===== config.mk =====
export PLATFORM = sky130hd
export DESIGN_NAME = rle_sprite_decoder_flat
export DESIGN_NICKNAME = d
export VERILOG_FILES = /design/src/rtl/rsd_pkg.sv /design/src/rtl/rsd_channels.sv /design/src/rtl/rsd_front.sv /design/src/rtl/rsd_queue.sv /design/src/rtl/rsd_back.sv /design/src/rtl/rle_sprite_decoder.sv /design/src/flat_wrapper.sv
export SDC_FILE = /design/constraint.sdc
export NUM_CORES = 1
export LEC_CHECK = 0
export BUFFER_PORTS_ARGS = -buffer_cell sky130_fd_sc_hd__buf_2
export CAP_MARGIN = 20
export CORE_AREA = 5 5 293 295
export CTS_CLUSTER_SIZE = 14
export DETAILED_ROUTE_END_ITERATION = 10
export DIE_AREA = 0 0 298 300
export PLACE_DENSITY_LB_ADDON = 0.05
export SLEW_MARGIN = 5
export SYNTH_ARGS = -nofsm -noshare
export SYNTH_HDL_FRONTEND = slang
export SYNTH_HIERARCHICAL = 1
export SYNTH_SLANG_ARGS = --single-unit

===== constraint.sdc =====
create_clock -name clock -period 22.9 [get_ports clock]
set_input_delay 3.435 -clock clock [delete_from_list [all_inputs] [get_ports clock]]
set_output_delay 3.435 -clock clock [all_outputs]
set_load 0.01 [all_outputs]

===== src/rtl/rsd_pkg.sv =====
// Shared types and constants of the run-length sprite decoder.
`default_nettype none

package rsd_pkg;

   localparam int RSD_CSR_INDEX_WIDTH = 2;
   localparam int RSD_CSR_DATA_WIDTH  = 8;

   typedef enum logic [RSD_CSR_INDEX_WIDTH-1:0] {
      CSR_SPRITE_SIDE = 2'd0,
      CSR_ALPHA_MODE  = 2'd1
   } csr_index_type;

   localparam logic [7:0] RSD_SIDE_RESET   = 8'd32;
   localparam logic [7:0] RSD_ALPHA_OPAQUE = 8'hFF;
   localparam logic [2:0] RSD_TALLY_MAX    = 3'd5;
   localparam logic [2:0] RSD_TALLY_FLAG   = 3'd4;
   localparam int         RSD_QUEUE_DEPTH  = 4;

   typedef struct packed {
      logic [31:0] pixel_rgba;
      logic [14:0] run_length;
      logic        has_transparency;
      logic        last_of_sprite;
   } rsd_result_type;

   // One decoded byte can produce a run (transparent or colored pixel)
   // followed by the transparent padding run.
   typedef struct packed {
      logic           slot0_valid;
      rsd_result_type slot0;
      logic           slot1_valid;
      rsd_result_type slot1;
   } rsd_entry_type;

endpackage

`default_nettype wire


===== src/rtl/rsd_channels.sv =====
// Channel interfaces of the run-length sprite decoder: request, response, register writes.
`default_nettype none

interface rsd_req_if;
   logic        valid;
   logic        ready;
   logic [7:0]  data_byte;
   logic [15:0] total_bytes;
   logic        first_byte;

   modport source (output valid, data_byte, total_bytes, first_byte, input ready);
   modport sink   (input valid, data_byte, total_bytes, first_byte, output ready);
endinterface

interface rsd_rsp_if;
   logic        valid;
   logic        ready;
   logic [31:0] pixel_rgba;
   logic [14:0] run_length;
   logic        has_transparency;
   logic        last_of_sprite;

   modport source  (output valid, pixel_rgba, run_length, has_transparency, last_of_sprite,
                    input ready);
   modport sink    (input valid, pixel_rgba, run_length, has_transparency, last_of_sprite,
                    output ready);
   modport monitor (input valid, ready, pixel_rgba, run_length, has_transparency,
                    last_of_sprite);
endinterface

interface rsd_csr_if;
   import rsd_pkg::*;
   logic                           valid;
   logic                           ready;
   logic [RSD_CSR_INDEX_WIDTH-1:0] index;
   logic [RSD_CSR_DATA_WIDTH-1:0]  write_data;

   modport source (output valid, index, write_data, input ready);
   modport sink   (input valid, index, write_data, output ready);
endinterface

`default_nettype wire


===== src/rtl/rsd_front.sv =====
// Front end: register file, byte-by-byte decoding state and result classification.
`default_nettype none

module rsd_front #(
   parameter int MAX_SIDE  = 128,
   parameter int MAX_BLOCK = 4096
) (
   input  wire                   clock,
   input  wire                   reset,
   rsd_req_if.sink               req_bus,
   rsd_csr_if.sink               csr_bus,
   input  wire                   queue_full,
   output logic                  push,
   output rsd_pkg::rsd_entry_type push_entry
);
   import rsd_pkg::*;

   localparam int MAX_PIXELS = MAX_SIDE * MAX_SIDE;
   localparam int PW_WIDTH   = $clog2(MAX_PIXELS + 1);
   localparam int CL_WIDTH   = $clog2(MAX_BLOCK + 1);
   localparam int ADD_WIDTH  = (PW_WIDTH > 16) ? PW_WIDTH : 16;
   localparam int SUM_WIDTH  = ADD_WIDTH + 1;
   localparam int CB_WIDTH   = CL_WIDTH + 2;
   localparam int BS_WIDTH   = ((CB_WIDTH > 16) ? CB_WIDTH : 16) + 1;
   localparam int RESET_PIXELS = 32 * 32;

   localparam logic [2:0] PHASE_HEADER0    = 3'd0;
   localparam logic [2:0] PHASE_HEADER_END = 3'd3;
   localparam logic [2:0] PHASE_PIXEL0     = 3'd4;

   logic [PW_WIDTH-1:0] px_total_ff, px_total_in;
   logic                alpha_mode_ff, alpha_mode_in;

   logic [15:0]         byte_index_ff, byte_index_in;
   logic [2:0]          phase_ff, phase_in;
   logic [23:0]         header_shift_ff, header_shift_in;
   logic [CL_WIDTH-1:0] colored_left_ff, colored_left_in;
   logic [23:0]         pixel_assembly_ff, pixel_assembly_in;
   logic [PW_WIDTH-1:0] pixels_written_ff, pixels_written_in;
   logic [2:0]          tally_ff, tally_in;
   logic                alpha_seen_ff, alpha_seen_in;
   logic                halted_ff, halted_in;

   logic                accept;
   logic                csr_write;
   logic [8:0]          side_clamped;
   logic [17:0]         side_square;
   rsd_entry_type       entry;

   function automatic logic [2:0] tally_add(input logic [2:0] tally,
                                            input logic [ADD_WIDTH-1:0] amount);
      logic [2:0] step;
      logic [3:0] sum;
      step = (amount > ADD_WIDTH'(RSD_TALLY_MAX)) ? RSD_TALLY_MAX : amount[2:0];
      sum  = {1'b0, tally} + {1'b0, step};
      return (sum > {1'b0, RSD_TALLY_MAX}) ? RSD_TALLY_MAX : sum[2:0];
   endfunction

   assign accept        = req_bus.valid && req_bus.ready;
   assign req_bus.ready = !queue_full;
   assign csr_bus.ready = 1'b1;
   assign csr_write     = csr_bus.valid && csr_bus.ready;

   // Side zero counts as one, anything above the limit as the limit.
   always_comb begin
      if (csr_bus.write_data == '0) begin
         side_clamped = 9'd1;
      end else if ({1'b0, csr_bus.write_data} > 9'(MAX_SIDE)) begin
         side_clamped = 9'(MAX_SIDE);
      end else begin
         side_clamped = {1'b0, csr_bus.write_data};
      end
      side_square = side_clamped * side_clamped;
   end

   always_comb begin
      px_total_in   = px_total_ff;
      alpha_mode_in = alpha_mode_ff;
      if (csr_write) begin
         unique case (csr_index_type'(csr_bus.index))
            CSR_SPRITE_SIDE: px_total_in   = PW_WIDTH'(side_square);
            CSR_ALPHA_MODE:  alpha_mode_in = csr_bus.write_data[0];
            default: ;
         endcase
      end
   end

   always_comb begin
      logic [15:0]          bi;
      logic [2:0]           ph;
      logic [23:0]          hs;
      logic [CL_WIDTH-1:0]  cl;
      logic [23:0]          pa;
      logic [PW_WIDTH-1:0]  pw;
      logic [2:0]           tl;
      logic                 aseen;
      logic                 hl;
      logic                 pad_due;
      logic                 last;
      logic [15:0]          t;
      logic [15:0]          c_raw;
      logic [CL_WIDTH-1:0]  c;
      logic [CB_WIDTH-1:0]  c_bytes;
      logic [SUM_WIDTH-1:0] pw_sum;
      logic [1:0]           k;
      logic                 done;
      logic [7:0]           alpha;
      logic [PW_WIDTH-1:0]  rem;

      bi    = byte_index_ff;
      ph    = phase_ff;
      hs    = header_shift_ff;
      cl    = colored_left_ff;
      pa    = pixel_assembly_ff;
      pw    = pixels_written_ff;
      tl    = tally_ff;
      aseen = alpha_seen_ff;
      hl    = halted_ff;
      pad_due = 1'b0;
      entry   = '0;
      last    = 1'b0;
      t       = '0;
      c_raw   = '0;
      c       = '0;
      c_bytes = '0;
      pw_sum  = '0;
      k       = '0;
      done    = 1'b0;
      alpha   = '0;
      rem     = '0;

      if (req_bus.first_byte) begin
         bi    = '0;
         ph    = PHASE_HEADER0;
         hs    = '0;
         cl    = '0;
         pa    = '0;
         pw    = '0;
         tl    = '0;
         aseen = 1'b0;
         hl    = 1'b0;
      end

      if (!hl) begin
         if (bi >= req_bus.total_bytes) begin
            pad_due = 1'b1;
         end else begin
            bi = bi + 16'd1;
            if (ph < PHASE_HEADER_END) begin
               case (ph[1:0])
                  2'd0:    hs[7:0]   = hs[7:0]   | req_bus.data_byte;
                  2'd1:    hs[15:8]  = hs[15:8]  | req_bus.data_byte;
                  default: hs[23:16] = hs[23:16] | req_bus.data_byte;
               endcase
               ph = ph + 3'd1;
            end else if (ph == PHASE_HEADER_END) begin
               t     = hs[15:0];
               c_raw = {req_bus.data_byte, hs[23:16]};
               hs    = '0;
               ph    = PHASE_HEADER0;
               tl    = tally_add(tl, ADD_WIDTH'(t));
               pw_sum = SUM_WIDTH'(pw) + SUM_WIDTH'(t);
               if (pw_sum > SUM_WIDTH'(px_total_ff)) begin
                  pad_due = 1'b1;
               end else begin
                  last = 1'b0;
                  if (t != '0) begin
                     pw   = PW_WIDTH'(pw_sum);
                     last = (pw >= px_total_ff);
                     entry.slot0_valid            = 1'b1;
                     entry.slot0.pixel_rgba       = '0;
                     entry.slot0.run_length       = 15'(t);
                     entry.slot0.last_of_sprite   = last;
                     entry.slot0.has_transparency = last && (aseen || tl > RSD_TALLY_FLAG);
                     hl = last;
                  end
                  if (!last) begin
                     c = (c_raw > 16'(MAX_BLOCK)) ? CL_WIDTH'(MAX_BLOCK) : CL_WIDTH'(c_raw);
                     c_bytes = alpha_mode_ff ? {c, 2'b00}
                                             : ({2'b00, c} + {1'b0, c, 1'b0});
                     if (BS_WIDTH'(bi) + BS_WIDTH'(c_bytes) > BS_WIDTH'(req_bus.total_bytes))
                        begin
                        pad_due = 1'b1;
                     end else begin
                        cl = c;
                        pa = '0;
                        if (c != '0) begin
                           ph = PHASE_PIXEL0;
                        end
                        pad_due = (bi >= req_bus.total_bytes);
                     end
                  end
               end
            end else begin
               k = ph[1:0];
               case (k)
                  2'd0:    pa[7:0]   = pa[7:0]   | req_bus.data_byte;
                  2'd1:    pa[15:8]  = pa[15:8]  | req_bus.data_byte;
                  2'd2:    pa[23:16] = pa[23:16] | req_bus.data_byte;
                  default: ;
               endcase
               done = alpha_mode_ff ? (k == 2'd3) : (k >= 2'd2);
               if (!done) begin
                  ph = ph + 3'd1;
               end else begin
                  alpha = alpha_mode_ff ? req_bus.data_byte : RSD_ALPHA_OPAQUE;
                  if (alpha != RSD_ALPHA_OPAQUE) begin
                     aseen = 1'b1;
                  end
                  pw = pw + PW_WIDTH'(1);
                  if (cl != '0) begin
                     cl = cl - CL_WIDTH'(1);
                  end
                  last = (pw >= px_total_ff);
                  entry.slot0_valid            = 1'b1;
                  entry.slot0.pixel_rgba       = {alpha, pa};
                  entry.slot0.run_length       = 15'd1;
                  entry.slot0.last_of_sprite   = last;
                  entry.slot0.has_transparency = last && (aseen || tl > RSD_TALLY_FLAG);
                  pa = '0;
                  if (last) begin
                     hl = 1'b1;
                  end else begin
                     ph = (cl != '0) ? PHASE_PIXEL0 : PHASE_HEADER0;
                     pad_due = (bi >= req_bus.total_bytes);
                  end
               end
            end
            // The byte that uses up the data ends the sprite, whatever part it belonged to.
            if (!hl && bi >= req_bus.total_bytes) begin
               pad_due = 1'b1;
            end
         end
      end

      // Fill the rest of the image with one transparent run and stop.
      if (pad_due) begin
         if (pw < px_total_ff) begin
            rem = px_total_ff - pw;
            tl  = tally_add(tl, ADD_WIDTH'(rem));
            pw  = px_total_ff;
            entry.slot1_valid            = 1'b1;
            entry.slot1.pixel_rgba       = '0;
            entry.slot1.run_length       = 15'(rem);
            entry.slot1.last_of_sprite   = 1'b1;
            entry.slot1.has_transparency = aseen || tl > RSD_TALLY_FLAG;
         end
         hl = 1'b1;
      end

      byte_index_in     = bi;
      phase_in          = ph;
      header_shift_in   = hs;
      colored_left_in   = cl;
      pixel_assembly_in = pa;
      pixels_written_in = pw;
      tally_in          = tl;
      alpha_seen_in     = aseen;
      halted_in         = hl;
   end

   assign push       = accept && (entry.slot0_valid || entry.slot1_valid);
   assign push_entry = entry;

   always_ff @(posedge clock) begin
      if (reset) begin
         px_total_ff   <= PW_WIDTH'(RESET_PIXELS);
         alpha_mode_ff <= 1'b0;
      end else begin
         px_total_ff   <= px_total_in;
         alpha_mode_ff <= alpha_mode_in;
      end
   end

   always_ff @(posedge clock) begin
      if (reset) begin
         byte_index_ff     <= '0;
         phase_ff          <= PHASE_HEADER0;
         header_shift_ff   <= '0;
         colored_left_ff   <= '0;
         pixel_assembly_ff <= '0;
         pixels_written_ff <= '0;
         tally_ff          <= '0;
         alpha_seen_ff     <= 1'b0;
         halted_ff         <= 1'b0;
      end else if (accept) begin
         byte_index_ff     <= byte_index_in;
         phase_ff          <= phase_in;
         header_shift_ff   <= header_shift_in;
         colored_left_ff   <= colored_left_in;
         pixel_assembly_ff <= pixel_assembly_in;
         pixels_written_ff <= pixels_written_in;
         tally_ff          <= tally_in;
         alpha_seen_ff     <= alpha_seen_in;
         halted_ff         <= halted_in;
      end
   end

endmodule

`default_nettype wire


===== src/rtl/rsd_queue.sv =====
// Short FIFO of decoded result entries between the front and back ends.
`default_nettype none

module rsd_queue (
   input  wire                    clock,
   input  wire                    reset,
   input  wire                    push,
   input  rsd_pkg::rsd_entry_type push_entry,
   output logic                   full,
   input  wire                    pop,
   output rsd_pkg::rsd_entry_type head_entry,
   output logic                   empty
);
   import rsd_pkg::*;

   localparam int PTR_WIDTH = $clog2(RSD_QUEUE_DEPTH);

   rsd_entry_type        store_ff [RSD_QUEUE_DEPTH];
   logic [PTR_WIDTH-1:0] wr_ptr_ff, wr_ptr_in;
   logic [PTR_WIDTH-1:0] rd_ptr_ff, rd_ptr_in;
   logic [PTR_WIDTH:0]   count_ff, count_in;

   assign full       = (count_ff == (PTR_WIDTH+1)'(RSD_QUEUE_DEPTH));
   assign empty      = (count_ff == '0);
   assign head_entry = store_ff[rd_ptr_ff];

   always_comb begin
      wr_ptr_in = push ? wr_ptr_ff + PTR_WIDTH'(1) : wr_ptr_ff;
      rd_ptr_in = pop  ? rd_ptr_ff + PTR_WIDTH'(1) : rd_ptr_ff;
      count_in  = count_ff;
      if (push && !pop) begin
         count_in = count_ff + (PTR_WIDTH+1)'(1);
      end else if (pop && !push) begin
         count_in = count_ff - (PTR_WIDTH+1)'(1);
      end
   end

   always_ff @(posedge clock) begin
      if (push) begin
         store_ff[wr_ptr_ff] <= push_entry;
      end
   end

   always_ff @(posedge clock) begin
      if (reset) begin
         wr_ptr_ff <= '0;
         rd_ptr_ff <= '0;
         count_ff  <= '0;
      end else begin
         wr_ptr_ff <= wr_ptr_in;
         rd_ptr_ff <= rd_ptr_in;
         count_ff  <= count_in;
      end
   end

endmodule

`default_nettype wire


===== src/rtl/rsd_back.sv =====
// Back end: splits queue entries into single runs and holds them in the output register.
`default_nettype none

module rsd_back (
   input  wire                    clock,
   input  wire                    reset,
   input  rsd_pkg::rsd_entry_type head_entry,
   input  wire                    empty,
   output logic                   pop,
   rsd_rsp_if.source              rsp_bus
);
   import rsd_pkg::*;

   logic           slot_sel_ff, slot_sel_in;
   logic           valid_ff, valid_in;
   rsd_result_type result_ff;
   logic           use_slot1;
   logic           more;
   logic           load;
   rsd_result_type current;

   // Slot zero goes first when present; the padding slot follows.
   assign use_slot1 = slot_sel_ff || !head_entry.slot0_valid;
   assign current   = use_slot1 ? head_entry.slot1 : head_entry.slot0;
   assign more      = !use_slot1 && head_entry.slot1_valid;
   assign load      = !empty && (!valid_ff || rsp_bus.ready);
   assign pop       = load && !more;

   always_comb begin
      slot_sel_in = slot_sel_ff;
      valid_in    = valid_ff;
      if (load) begin
         slot_sel_in = more;
         valid_in    = 1'b1;
      end else if (rsp_bus.ready) begin
         valid_in    = 1'b0;
      end
   end

   always_ff @(posedge clock) begin
      if (reset) begin
         slot_sel_ff <= 1'b0;
         valid_ff    <= 1'b0;
      end else begin
         slot_sel_ff <= slot_sel_in;
         valid_ff    <= valid_in;
      end
   end

   always_ff @(posedge clock) begin
      if (load) begin
         result_ff <= current;
      end
   end

   assign rsp_bus.valid            = valid_ff;
   assign rsp_bus.pixel_rgba       = result_ff.pixel_rgba;
   assign rsp_bus.run_length       = result_ff.run_length;
   assign rsp_bus.has_transparency = result_ff.has_transparency;
   assign rsp_bus.last_of_sprite   = result_ff.last_of_sprite;

endmodule

`default_nettype wire


===== src/rtl/rle_sprite_decoder.sv =====
// Top level of the run-length sprite decoder: bytes in, RGBA runs out.
// Throughput: one data byte per cycle while the queue is not full; results leave at one per
// cycle through the output register while the response channel is ready. A result is registered
// in the queue, then in the output register; a second result of the same byte follows it.
// Input stalls only when the four-entry queue between front and back end is full.
// Reset (synchronous): decoding state cleared, sprite_side 32, alpha_mode 0, queue empty.
`default_nettype none

module rle_sprite_decoder #(
   parameter int MAX_SIDE  = 128,
   parameter int MAX_BLOCK = 4096
) (
   input  wire        clock,
   input  wire        reset,
   rsd_req_if.sink    req_bus,
   rsd_rsp_if.source  rsp_bus,
   rsd_csr_if.sink    csr_bus
);
   import rsd_pkg::*;

   // The front end decodes one byte per transaction and classifies what it
   // produces: nothing (header or partial pixel bytes), a transparent run or
   // a finished pixel, and possibly the padding run that fills the image.
   // Those results travel as one queue entry, so the front end never waits
   // on a two-result byte.
   logic          push;
   logic          pop;
   logic          queue_full;
   logic          queue_empty;
   rsd_entry_type push_entry;
   rsd_entry_type head_entry;

   rsd_front #(
      .MAX_SIDE  (MAX_SIDE),
      .MAX_BLOCK (MAX_BLOCK)
   ) u_front (
      .clock      (clock),
      .reset      (reset),
      .req_bus    (req_bus),
      .csr_bus    (csr_bus),
      .queue_full (queue_full),
      .push       (push),
      .push_entry (push_entry)
   );

   // The queue decouples the two ends so a stalled response channel does not
   // stop byte intake until four entries are waiting.
   rsd_queue u_queue (
      .clock      (clock),
      .reset      (reset),
      .push       (push),
      .push_entry (push_entry),
      .full       (queue_full),
      .pop        (pop),
      .head_entry (head_entry),
      .empty      (queue_empty)
   );

   // The back end hands out one run per response transaction, in order.
   rsd_back u_back (
      .clock      (clock),
      .reset      (reset),
      .head_entry (head_entry),
      .empty      (queue_empty),
      .pop        (pop),
      .rsp_bus    (rsp_bus)
   );

endmodule

`default_nettype wire


===== src/flat_wrapper.sv =====
// flat-port wrapper written by rule: the top's interface ports become plain ports
module rle_sprite_decoder_flat import rsd_pkg::*;
#(
   parameter int MAX_SIDE  = 128,
   parameter int MAX_BLOCK = 4096
)
  (clock, reset, req_bus_valid, req_bus_data_byte, req_bus_total_bytes, req_bus_first_byte, req_bus_ready, rsp_bus_valid, rsp_bus_pixel_rgba, rsp_bus_run_length, rsp_bus_has_transparency, rsp_bus_last_of_sprite, rsp_bus_ready, csr_bus_valid, csr_bus_index, csr_bus_write_data, csr_bus_ready);
  rsd_req_if req_bus_i ();
  rsd_rsp_if rsp_bus_i ();
  rsd_csr_if csr_bus_i ();
  input  wire clock;
  input  wire reset;
  input wire logic [$bits(req_bus_i.valid)-1:0] req_bus_valid;
  input wire logic [$bits(req_bus_i.data_byte)-1:0] req_bus_data_byte;
  input wire logic [$bits(req_bus_i.total_bytes)-1:0] req_bus_total_bytes;
  input wire logic [$bits(req_bus_i.first_byte)-1:0] req_bus_first_byte;
  output wire logic [$bits(req_bus_i.ready)-1:0] req_bus_ready;
  output wire logic [$bits(rsp_bus_i.valid)-1:0] rsp_bus_valid;
  output wire logic [$bits(rsp_bus_i.pixel_rgba)-1:0] rsp_bus_pixel_rgba;
  output wire logic [$bits(rsp_bus_i.run_length)-1:0] rsp_bus_run_length;
  output wire logic [$bits(rsp_bus_i.has_transparency)-1:0] rsp_bus_has_transparency;
  output wire logic [$bits(rsp_bus_i.last_of_sprite)-1:0] rsp_bus_last_of_sprite;
  input wire logic [$bits(rsp_bus_i.ready)-1:0] rsp_bus_ready;
  input wire logic [$bits(csr_bus_i.valid)-1:0] csr_bus_valid;
  input wire logic [$bits(csr_bus_i.index)-1:0] csr_bus_index;
  input wire logic [$bits(csr_bus_i.write_data)-1:0] csr_bus_write_data;
  output wire logic [$bits(csr_bus_i.ready)-1:0] csr_bus_ready;
  assign req_bus_i.valid = req_bus_valid;
  assign req_bus_i.data_byte = req_bus_data_byte;
  assign req_bus_i.total_bytes = req_bus_total_bytes;
  assign req_bus_i.first_byte = req_bus_first_byte;
  assign req_bus_ready = req_bus_i.ready;
  assign rsp_bus_valid = rsp_bus_i.valid;
  assign rsp_bus_pixel_rgba = rsp_bus_i.pixel_rgba;
  assign rsp_bus_run_length = rsp_bus_i.run_length;
  assign rsp_bus_has_transparency = rsp_bus_i.has_transparency;
  assign rsp_bus_last_of_sprite = rsp_bus_i.last_of_sprite;
  assign rsp_bus_i.ready = rsp_bus_ready;
  assign csr_bus_i.valid = csr_bus_valid;
  assign csr_bus_i.index = csr_bus_index;
  assign csr_bus_i.write_data = csr_bus_write_data;
  assign csr_bus_ready = csr_bus_i.ready;
  rle_sprite_decoder #(.MAX_SIDE(MAX_SIDE), .MAX_BLOCK(MAX_BLOCK)) u_core (.clock(clock), .reset(reset), .req_bus(req_bus_i), .rsp_bus(rsp_bus_i), .csr_bus(csr_bus_i));
endmodule

==> results.txt, run 1 <==
The logs give 0.3861 for the initial cell density of the core and 33130 µm² for the placed standard-cell area. The leakage power came out at 0.01339 µW. The number of pins with negative max-slew slack in the final report is 0, and the per-cell via count in the routed design is 5.526. Across the VDD grid, the largest voltage drop is 0.00006279 V. The iteration count of the initial detailed-routing pass was 6; the portion of synthesized cell area occupied by the leading cell type was 0.4212. The switching power share of the total came out at 0.2922. Derived from the worst setup path, the maximum achievable clock frequency is 67.42 MHz. The utilization after layout was 0.4269. The async set-or-reset flop fraction in the synthesized netlist is 0.

The post-route cell area is 35390 µm². The global-route wire length before repair was 131800 µm; the final critical path time including I/O delays and setup was 14830 ps. Worst reg-to-reg path cell count: 39.

The tools report the launch instance of the worst register-to-register path as u_core/u_front/pixels_written_ff[1]$_SDFFE_PP0P_. STA classifies the critical path startpoint as a primary input. Detailed placement ended at an HPWL of 58920 µm. Clock tree synthesis inserted a total of 68 buffers. Post-detailed-route wirelength per cell: 22.13 µm.

The run gives 0.1889 as the total global-route track usage. The worst register-to-register path ends at u_core/u_queue/store_ff[1][1]$_DFFE_PP_. The die covers 89400 µm². Counting flops with a built-in enable in the synthesized netlist gives 449. The via count is 21.41k.

CTS saw 575 sinks. For this run, design rule violations remaining after detail routing come to 0. Summing internal, switching and leakage power gives 3140 µW.

The net count of the finished layout is 2992. For the final routed database, the setup TNS stands at 0 ps. The clock network power share came out at 0.341.

The count of final setup violators is 0. The fraction of layout instances using a drive strength above 1 was 0.1516; the horizontal die dimension was 298 µm. The H-tree was split into 3 levels.

The sequential cell fraction of total power was 0.400; the count of buffers from port buffering was 90. The tools report the number of setup buffers added after CTS as 0. After synthesis, the cell types taking the most area are sky130_fd_sc_hd__edfxtp_1 42%, sky130_fd_sc_hd__dfxtp_1 7.9%, sky130_fd_sc_hd__ha_1 7.2%.

The kind of capture point of the worst setup path was a flip-flop. The clock root buffer was sky130_fd_sc_hd__clkbuf_16. The core region is 82890 µm². The run finished with clean final reports. The tools report the sum of routed wire length over all layers as 85730 µm. The critical path class is in -> reg. For this run, the slowest stage of the critical path takes 710 ps. TritonCTS built the clock tree. Clock-pin slew of the registers on the worst-case setup and hold paths: 60 ps. The first routing iteration left 1347 violations. The slowest stage of the critical path belongs to the cell sky130_fd_sc_hd__nor4_1. The post-detailed-route count of antenna-violating nets came out at 0. The number of gates resized after CTS was 0.

The cell area that synthesis handed to floorplanning was 32010 µm². The number of hold buffers added after CTS was 0. STA puts the critical path data arrival time at 15140 ps.

The tools report the number of hold-slack violations in the final timing report as 0. The logs give 0.8463 for the routability congestion estimate and 492.2 ps for the final hold slack. The area growth from synthesis to layout is 10.56%. For the worst setup path, the data required time is 23210 ps. The floorplan has 106 rows.

92 I/O pins were placed. The later pin in the worst-skew pair is clocked with a latency of 610 ps. In this run the worst path has a maximum fanout of 36. The critical path's most frequent cell is sky130_fd_sc_hd__nand2_1.

In this run the most critical hold path is launched from u_core/u_front/pixel_assembly_ff[5]$_SDFFE_PP0P_. The run gives 0.260 as the proportion of power drawn by combinational gates. The run gives 99 as the number of different library cells in the post-synthesis netlist. Counting instances in the post-synthesis netlist gives the leading cell types as 449 x sky130_fd_sc_hd__edfxtp_1, 260 x sky130_fd_sc_hd__nor2_1, 185 x sky130_fd_sc_hd__a21oi_1. Period utilization: 0.6477. In this run the power density over the cells is 88.73 nW/µm². At the pin with the least slew margin, the transition time is 1180 ps.

The remaining max-slew budget at the tightest pin is 0.2115. Class of the worst hold path: reg -> reg. In the synthesized netlist the dominant register cell turns out to be sky130_fd_sc_hd__edfxtp_1.

The logs give 0 for the number of max-capacitance violations reported and 0 for the global-route congestion overflow total. The setup check on the worst reg-to-reg path leaves a slack of 11560 ps. For this run, the number of Yosys warnings is 6.

For hold timing, the worst endpoint is u_core/u_front/pixel_assembly_ff[5]$_SDFFE_PP0P_. The switching power total was 917.4 µW; the clock tree skew after final layout was 24.60 ps. The library cell with the highest instance count after synthesis is sky130_fd_sc_hd__edfxtp_1. The sequential share of the synthesized area came out at 0.5000. The initial antenna violation count is 4. From bottom edge to top edge, the die measures 300 µm. The per-instance average area after synthesis was 11.96 µm²; the maximum root-to-sink buffer count was 3.

Setup repair after global routing left no endpoint under its margin. The cell count of the worst hold path is 2, and the register bit count reported by yosys is 575. Counting every instance in the synthesized netlist gives 2677. Entering global routing, the biggest net connects 72 pins. For the via count of the first global-routing pass, the log shows 21.78k.

The internal power of the cells totals 2223 µW. sky130_fd_sc_hd__edfxtp_1 takes more of the synthesized area than any other cell.
-- power by group through the flow --
stage                     Sequential [µW]  Combinational (µW)  Clock (µW)
after global routing                 1260                 897        1150
after detailed placement             1280                 831           0
after floorplan                      1280                 630           0
after global placement               1280                 827           0
final                                1250                 816        1070
after CTS                            1260                 835        1100
-- state kept, by name, indices dropped and copies added, names as in the netlist, 2 cells and up, named ones only --
register,count
u_core/u_front/phase_ff,3
u_core/u_front/pixel_assembly_ff,24
u_core/u_queue/rd_ptr_ff,2
u_core/u_front/colored_left_ff,13
u_core/u_front/px_total_ff,14
u_core/u_back/rsp_bus.run_length,15
u_core/u_front/header_shift_ff,24
u_core/u_front/pixels_written_ff,15
u_core/u_queue/count_ff,3
u_core/u_queue/wr_ptr_ff,2
u_core/u_front/tally_ff,3
u_core/u_queue/store_ff,400
u_core/u_front/byte_index_ff,16
u_core/u_back/rsp_bus.pixel_rgba,32
-- through the flow --
stage / std cells / setup WS [ps]
floorplan: 2717 / 8186
global placement: 3745 / 7883
detailed placement: 3747 / 7635
CTS: 3870 / 8235
global route: 3871 / 7100
finish: 3874 / 8068
-- cell families (layout without fill, tap and decap cells) --
group           count (synthesis)  after routing  share of synthesized area
compound gates                564            564                     0.1177
simple gates                  715            715                     0.1075
other cells                     2             45                  0.0002346
fa+ha+maj                     218            218                    0.09221
flops                         575            575                     0.5000
xor+xnor                      111            111                    0.03061
mux                           166            166                    0.09862
buf+inv                       326            400                    0.05312
-- per-layer routing --
metal  share of wire  track usage  routed length [µm]  vias to the layer above
met3           0.045      0.03033                3877                      138
li1                -            -                   -                    10045
met2            0.48       0.3166               40890                      512
met5         0.00014            0                  12                        -
met1            0.45       0.2543               38560                    10711
met4           0.028      0.05716                2394                        2
-- worst max-delay path, delay by kind of cell --
kind	cells	cell delay [ps]
multiplexers	1	250
adder cells (fa/ha/maj)	6	1630
XOR/XNOR	2	290
buffers and inverters	6	1800
AO/OA/AOI/OAI	13	4360
AND/OR/NAND/NOR	15	3340
-- worst max-delay path by stage --
stage	start	to	slack [ps]	depth (start not counted)
floorplan	req_bus_first_byte	u_core/u_queue/store_ff[0][0]$_DFFE_PP_	8190	43
global route	req_bus_first_byte	u_core/u_queue/store_ff[2][1]$_DFFE_PP_	7100	43
detailed placement	req_bus_first_byte	u_core/u_queue/store_ff[0][1]$_DFFE_PP_	7640	42
global placement	req_bus_first_byte	u_core/u_queue/store_ff[0][1]$_DFFE_PP_	7880	42
CTS	req_bus_first_byte	u_core/u_queue/store_ff[1][1]$_DFFE_PP_	8240	42
finish	req_bus_first_byte	u_core/u_queue/store_ff[1][1]$_DFFE_PP_	8070	43
-- final cells by class --
| class | instances | area [µm²] |
|---|---|---|
| tap | 1080 | 1351 |
| fill | 7731 | 47500 |
| inverter | 153 | 579.3 |
| clock buffer | 85 | 1817 |
| multi-input combinational | 1816 | 14470 |
| antenna | 3 | 7.507 |
| sequential | 575 | 16010 |
| timing repair buffer | 124 | 720.7 |
| clock inverter | 38 | 427.9 |
-- cells in the final DEF, fill, tap and decap left out, types with 37 or more instances in the layout --
| master | n |
|---|---|
| sky130_fd_sc_hd__nor2_1 | 259 |
| sky130_fd_sc_hd__edfxtp_1 | 449 |
| sky130_fd_sc_hd__clkbuf_16 | 69 |
| sky130_fd_sc_hd__o21ai_0 | 81 |
| sky130_fd_sc_hd__xor2_1 | 40 |
| sky130_fd_sc_hd__nor2b_1 | 60 |
| sky130_fd_sc_hd__a22oi_1 | 69 |
| sky130_fd_sc_hd__xnor2_1 | 70 |
| sky130_fd_sc_hd__mux4_2 | 100 |
| sky130_fd_sc_hd__mux2_4 | 48 |
| sky130_fd_sc_hd__nand2_1 | 149 |
| sky130_fd_sc_hd__conb_1 | 42 |
| sky130_fd_sc_hd__nand3_1 | 43 |
| sky130_fd_sc_hd__inv_1 | 150 |
| sky130_fd_sc_hd__nor3_1 | 37 |
| sky130_fd_sc_hd__ha_1 | 183 |
| sky130_fd_sc_hd__a21oi_1 | 185 |
| sky130_fd_sc_hd__buf_2 | 88 |
| sky130_fd_sc_hd__dfxtp_1 | 124 |
No activity file was read; power rests on OpenSTA's default activity.
==> run 2: changes to the inputs <==
--- a/config.mk
+++ b/config.mk
@@ -5,12 +5,13 @@
 export SDC_FILE = /design/constraint.sdc
 export NUM_CORES = 1
 export LEC_CHECK = 0
+export ABC_AREA = 1
 export BUFFER_PORTS_ARGS = -buffer_cell sky130_fd_sc_hd__buf_2
 export CAP_MARGIN = 20
-export CORE_AREA = 5 5 293 295
+export CORE_AREA = 5 5 298 300
 export CTS_CLUSTER_SIZE = 14
 export DETAILED_ROUTE_END_ITERATION = 10
-export DIE_AREA = 0 0 298 300
+export DIE_AREA = 0 0 303 305
 export PLACE_DENSITY_LB_ADDON = 0.05
 export SLEW_MARGIN = 5
 export SYNTH_ARGS = -nofsm -noshare
==> constraint.sdc (replaced) <==
create_clock -name clock -period 14.2 [get_ports clock]
set_input_delay 2.13 -clock clock [delete_from_list [all_inputs] [get_ports clock]]
set_output_delay 2.13 -clock clock [all_outputs]
set_load 0.01 [all_outputs]
==> run 2 against run 1 <==
  * Worst hold slack got worse by 54 ps
  * Combinational power increased by 110%
  * Via count increased by 23%
  * Routed wire length increased by 15%
  * Non-clock buffer count increased by 1
  * Sequential share of layout area decreased by 1.5 points
  * Critical endpoint is now u_core/u_queue/store_ff[0][26]$_DFFE_PP_
==> results.txt, run 2 <==
The run finished with clean final reports. The tools report the floorplan row count as 108. The post-detailed-route wirelength per cell is 20.02 µm. The clock insertion delay at the later pin of the skew report is 620 ps.

The maximum clock frequency is 90.80 MHz, and the routability congestion estimate is 0.8950. In this run, the number of DRC markers left after iteration 0 of detailed routing was 1815. The run gives 0 as the number of hold-slack violations in the final timing report. The worst setup path is launched from a primary input. Library cell with the highest instance count after synthesis: sky130_fd_sc_hd__nand2_1. TritonCTS created 68 clock buffers. The first global-routing pass estimated 151300 µm of wire. The routed layout has 26.23k vias. The tree built by TritonCTS fans out to 575 sinks.

The initial antenna violation count is 3, and the total global-route track usage is 0.2096. The path class of the tightest hold or removal check is reg -> reg. Peak supply drop: 0.00009152 V.

The library cell used most frequently in the layout, excluding fill and tap cells, is sky130_fd_sc_hd__nand2_1. Relative to the synthesized area, the layout overhead comes to 10.21%. The worst path required time was 14490 ps.

The logs give 98950 µm for the sum of routed wire length over all layers and 92420 µm² for the overall die area. TritonCTS built the clock tree. The portion of synthesized cell area occupied by the leading cell type works out to 0.4059. Async set-or-reset flop fraction in the synthesized netlist: 0. Entering global routing, the biggest net connects 79 pins. The via count of the first global-routing pass is 25.60k, and the final cell count without fillers is 4942.

The synthesized design spends more area on one cell type than any other, namely sky130_fd_sc_hd__edfxtp_1. Horizontal die dimension: 303 µm. The highest-delay cell along the critical path was sky130_fd_sc_hd__inv_4. After clock tree synthesis, the setup repair step added 0 buffers. Clock root buffer: sky130_fd_sc_hd__clkbuf_16. The number of pins with negative max-slew slack in the final report is 0. The critical path class is in -> reg. Setup violations remaining at the end of the flow were counted as 0.

For the iteration count of the initial detailed-routing pass, the log shows 8. In this run the cell area of the synthesized design comes to 33220 µm². Yosys mapped the design onto 63 distinct sky130hd cell types. For the cell count after placement, the log shows 4819. After floorplanning, the core was sized to cover 85940 µm². Ranked by total cell area, the synthesized netlist is headed by sky130_fd_sc_hd__edfxtp_1 41%, sky130_fd_sc_hd__dfxtp_1 7.6%, sky130_fd_sc_hd__ha_1 6.9%. In this run, post-CTS repair resized a total of 0 instances. The finished cells cover 36610 µm². For the remaining max-slew budget at the tightest pin, the log shows 0.2801.

For this run, the leading register cell type out of synthesis is sky130_fd_sc_hd__edfxtp_1. The critical path's most frequent cell was sky130_fd_sc_hd__nand2_1. 92 I/O pins were placed. Once routing completed, OpenROAD measured the worst setup slack at 3187 ps. During synthesis, Yosys emitted a total of 6 warnings. The per-instance average area after synthesis was 8.955 µm²; the clock-pin slew of the registers on the worst-case setup and hold paths was 60 ps.

In this run, synthesis inferred 449 flip-flops with an integrated enable. The period utilization was 0.7756; the leakage power was 0.01540 µW. The power per cell area came out at 153.0 nW/µm². 0 antenna diodes ended up in the layout. The slew at the pin closest to its max-slew limit was 1079 ps; the number of H-tree levels was 3. The half-perimeter wire length of the detailed placement result is 66970 µm.

The tool flagged a number of max-cap violations equal to 0. The floorplan step set the die height to 305 µm. The fraction of layout instances using a drive strength above 1 was 0.08688. Clock skew on the completed layout was measured at 24.27 ps.

The detail route stage leaves a number of antenna-violating nets equal to 0. The kind of capture point of the worst setup path is a flip-flop. The worst path needs 11010 ps of the cycle, external delays included.

The global-route congestion overflow total was 0. Buffers placed on the I/O ports in this run total 90. For this design, the CTS-stage hold fixing added 0 buffers.

Before CTS, the worst setup slack after placement is 2534 ps. Leaving out fill and tap cells, the most frequent cells in the layout are 559 x sky130_fd_sc_hd__nand2_1, 449 x sky130_fd_sc_hd__edfxtp_1, 421 x sky130_fd_sc_hd__inv_1, 419 x sky130_fd_sc_hd__nor2_1, 270 x sky130_fd_sc_hd__o21ai_0. The register bit count reported by yosys works out to 575. For the sum of negative setup slack, the log shows 0 ps. The largest fanout on the critical path came out at 51.

The commonest cells after synthesis are 560 x sky130_fd_sc_hd__nand2_1, 449 x sky130_fd_sc_hd__edfxtp_1, 426 x sky130_fd_sc_hd__inv_1. Setup repair after global routing left no endpoint under its margin. The tools report the initial cell density of the core as 0.3865.

Dividing the detail-routed via count by the number of cells gives 5.307. STA puts the critical path data arrival time at 11300 ps. The tools report the placed standard-cell area as 34330 µm². In the routed design, unresolved DRC markers number 0.

Synthesis produced 3709 cells. For the maximum root-to-sink buffer count, the log shows 3. The largest register by flop count was u_core/u_queue/store_ff.

The register with the most flip-flops in the layout has 400 of them. For this run, the post-layout net count is 3989. The biggest cell delay along the critical path is 610 ps, and the sequential share of the synthesized area is 0.4819.
-- run 2: worst paths after layout --
path,endpoint,slack (ps),startpoint,cells past startpoint
setup / recovery,u_core/u_queue/store_ff[0][26]$_DFFE_PP_,3190,req_bus_first_byte,42
hold / removal,flip-flop,440,u_core/u_queue/rd_ptr_ff[1]$_SDFFE_PP0P_,1
setup reg to reg,u_core/u_queue/store_ff[0][26]$_DFFE_PP_,4880,u_core/u_front/header_shift_ff[20]$_SDFFE_PP0P_,50
hold reg to reg,flip-flop,440,u_core/u_queue/rd_ptr_ff[1]$_SDFFE_PP0P_,1
-- run 2: through the flow --
stage	utilization	power, µW	hold WS (ps)
after CTS	0.4256	5684	441.7
after global routing	0.4259	5957	465.6
final	0.4259	5600	437.9
after detailed placement	0.3995	3881	425.2
after floorplan	-	3365	411.5
after global placement	0.3995	3870	416.7
-- run 2: worst max-delay path, delay by kind of cell --
| kind | cells | cell delay, ps |
|---|---|---|
| XOR/XNOR | 1 | 150 |
| buffers and inverters | 5 | 1860 |
| adder cells (fa/ha/maj) | 4 | 1300 |
| AO/OA/AOI/OAI | 16 | 3050 |
| AND/OR/NAND/NOR | 16 | 2640 |
-- run 2: power breakdown --
group / total [µW] / switching (µW) / internal [µW]
clock: 1770 / 736 / 1040
sequential: 2090 / 71.4 / 2020
combinational: 1740 / 1230 / 513
-- run 2: cell families after synthesis --
logic type / Yosys count / synth area share
adder cells (fa/ha/maj): 214 / 0.08762
flip-flops: 575 / 0.4819
buffers and inverters: 649 / 0.08864
AO/OA/AOI/OAI: 890 / 0.1522
XOR/XNOR: 76 / 0.02027
AND/OR/NAND/NOR: 1303 / 0.1692
other: 2 / 0.0002261
-- run 2: routing by layer --
layer	track usage	wire length (µm)	vias up
met3	0.03111	4890	154
li1	-	-	12811
met2	0.3391	45650	597
met4	0.06187	2637	2
met5	0	13	-
met1	0.2927	45760	12662
-- run 2: cell type report --
type / count / area [µm²]
multi-input combinational: 2525 / 14450
clock inverter: 38 / 464.2
sequential: 575 / 16010
fill: 8570 / 49340
inverter: 440 / 1670
timing repair buffer: 125 / 783.3
tap: 1155 / 1445
clock buffer: 84 / 1783
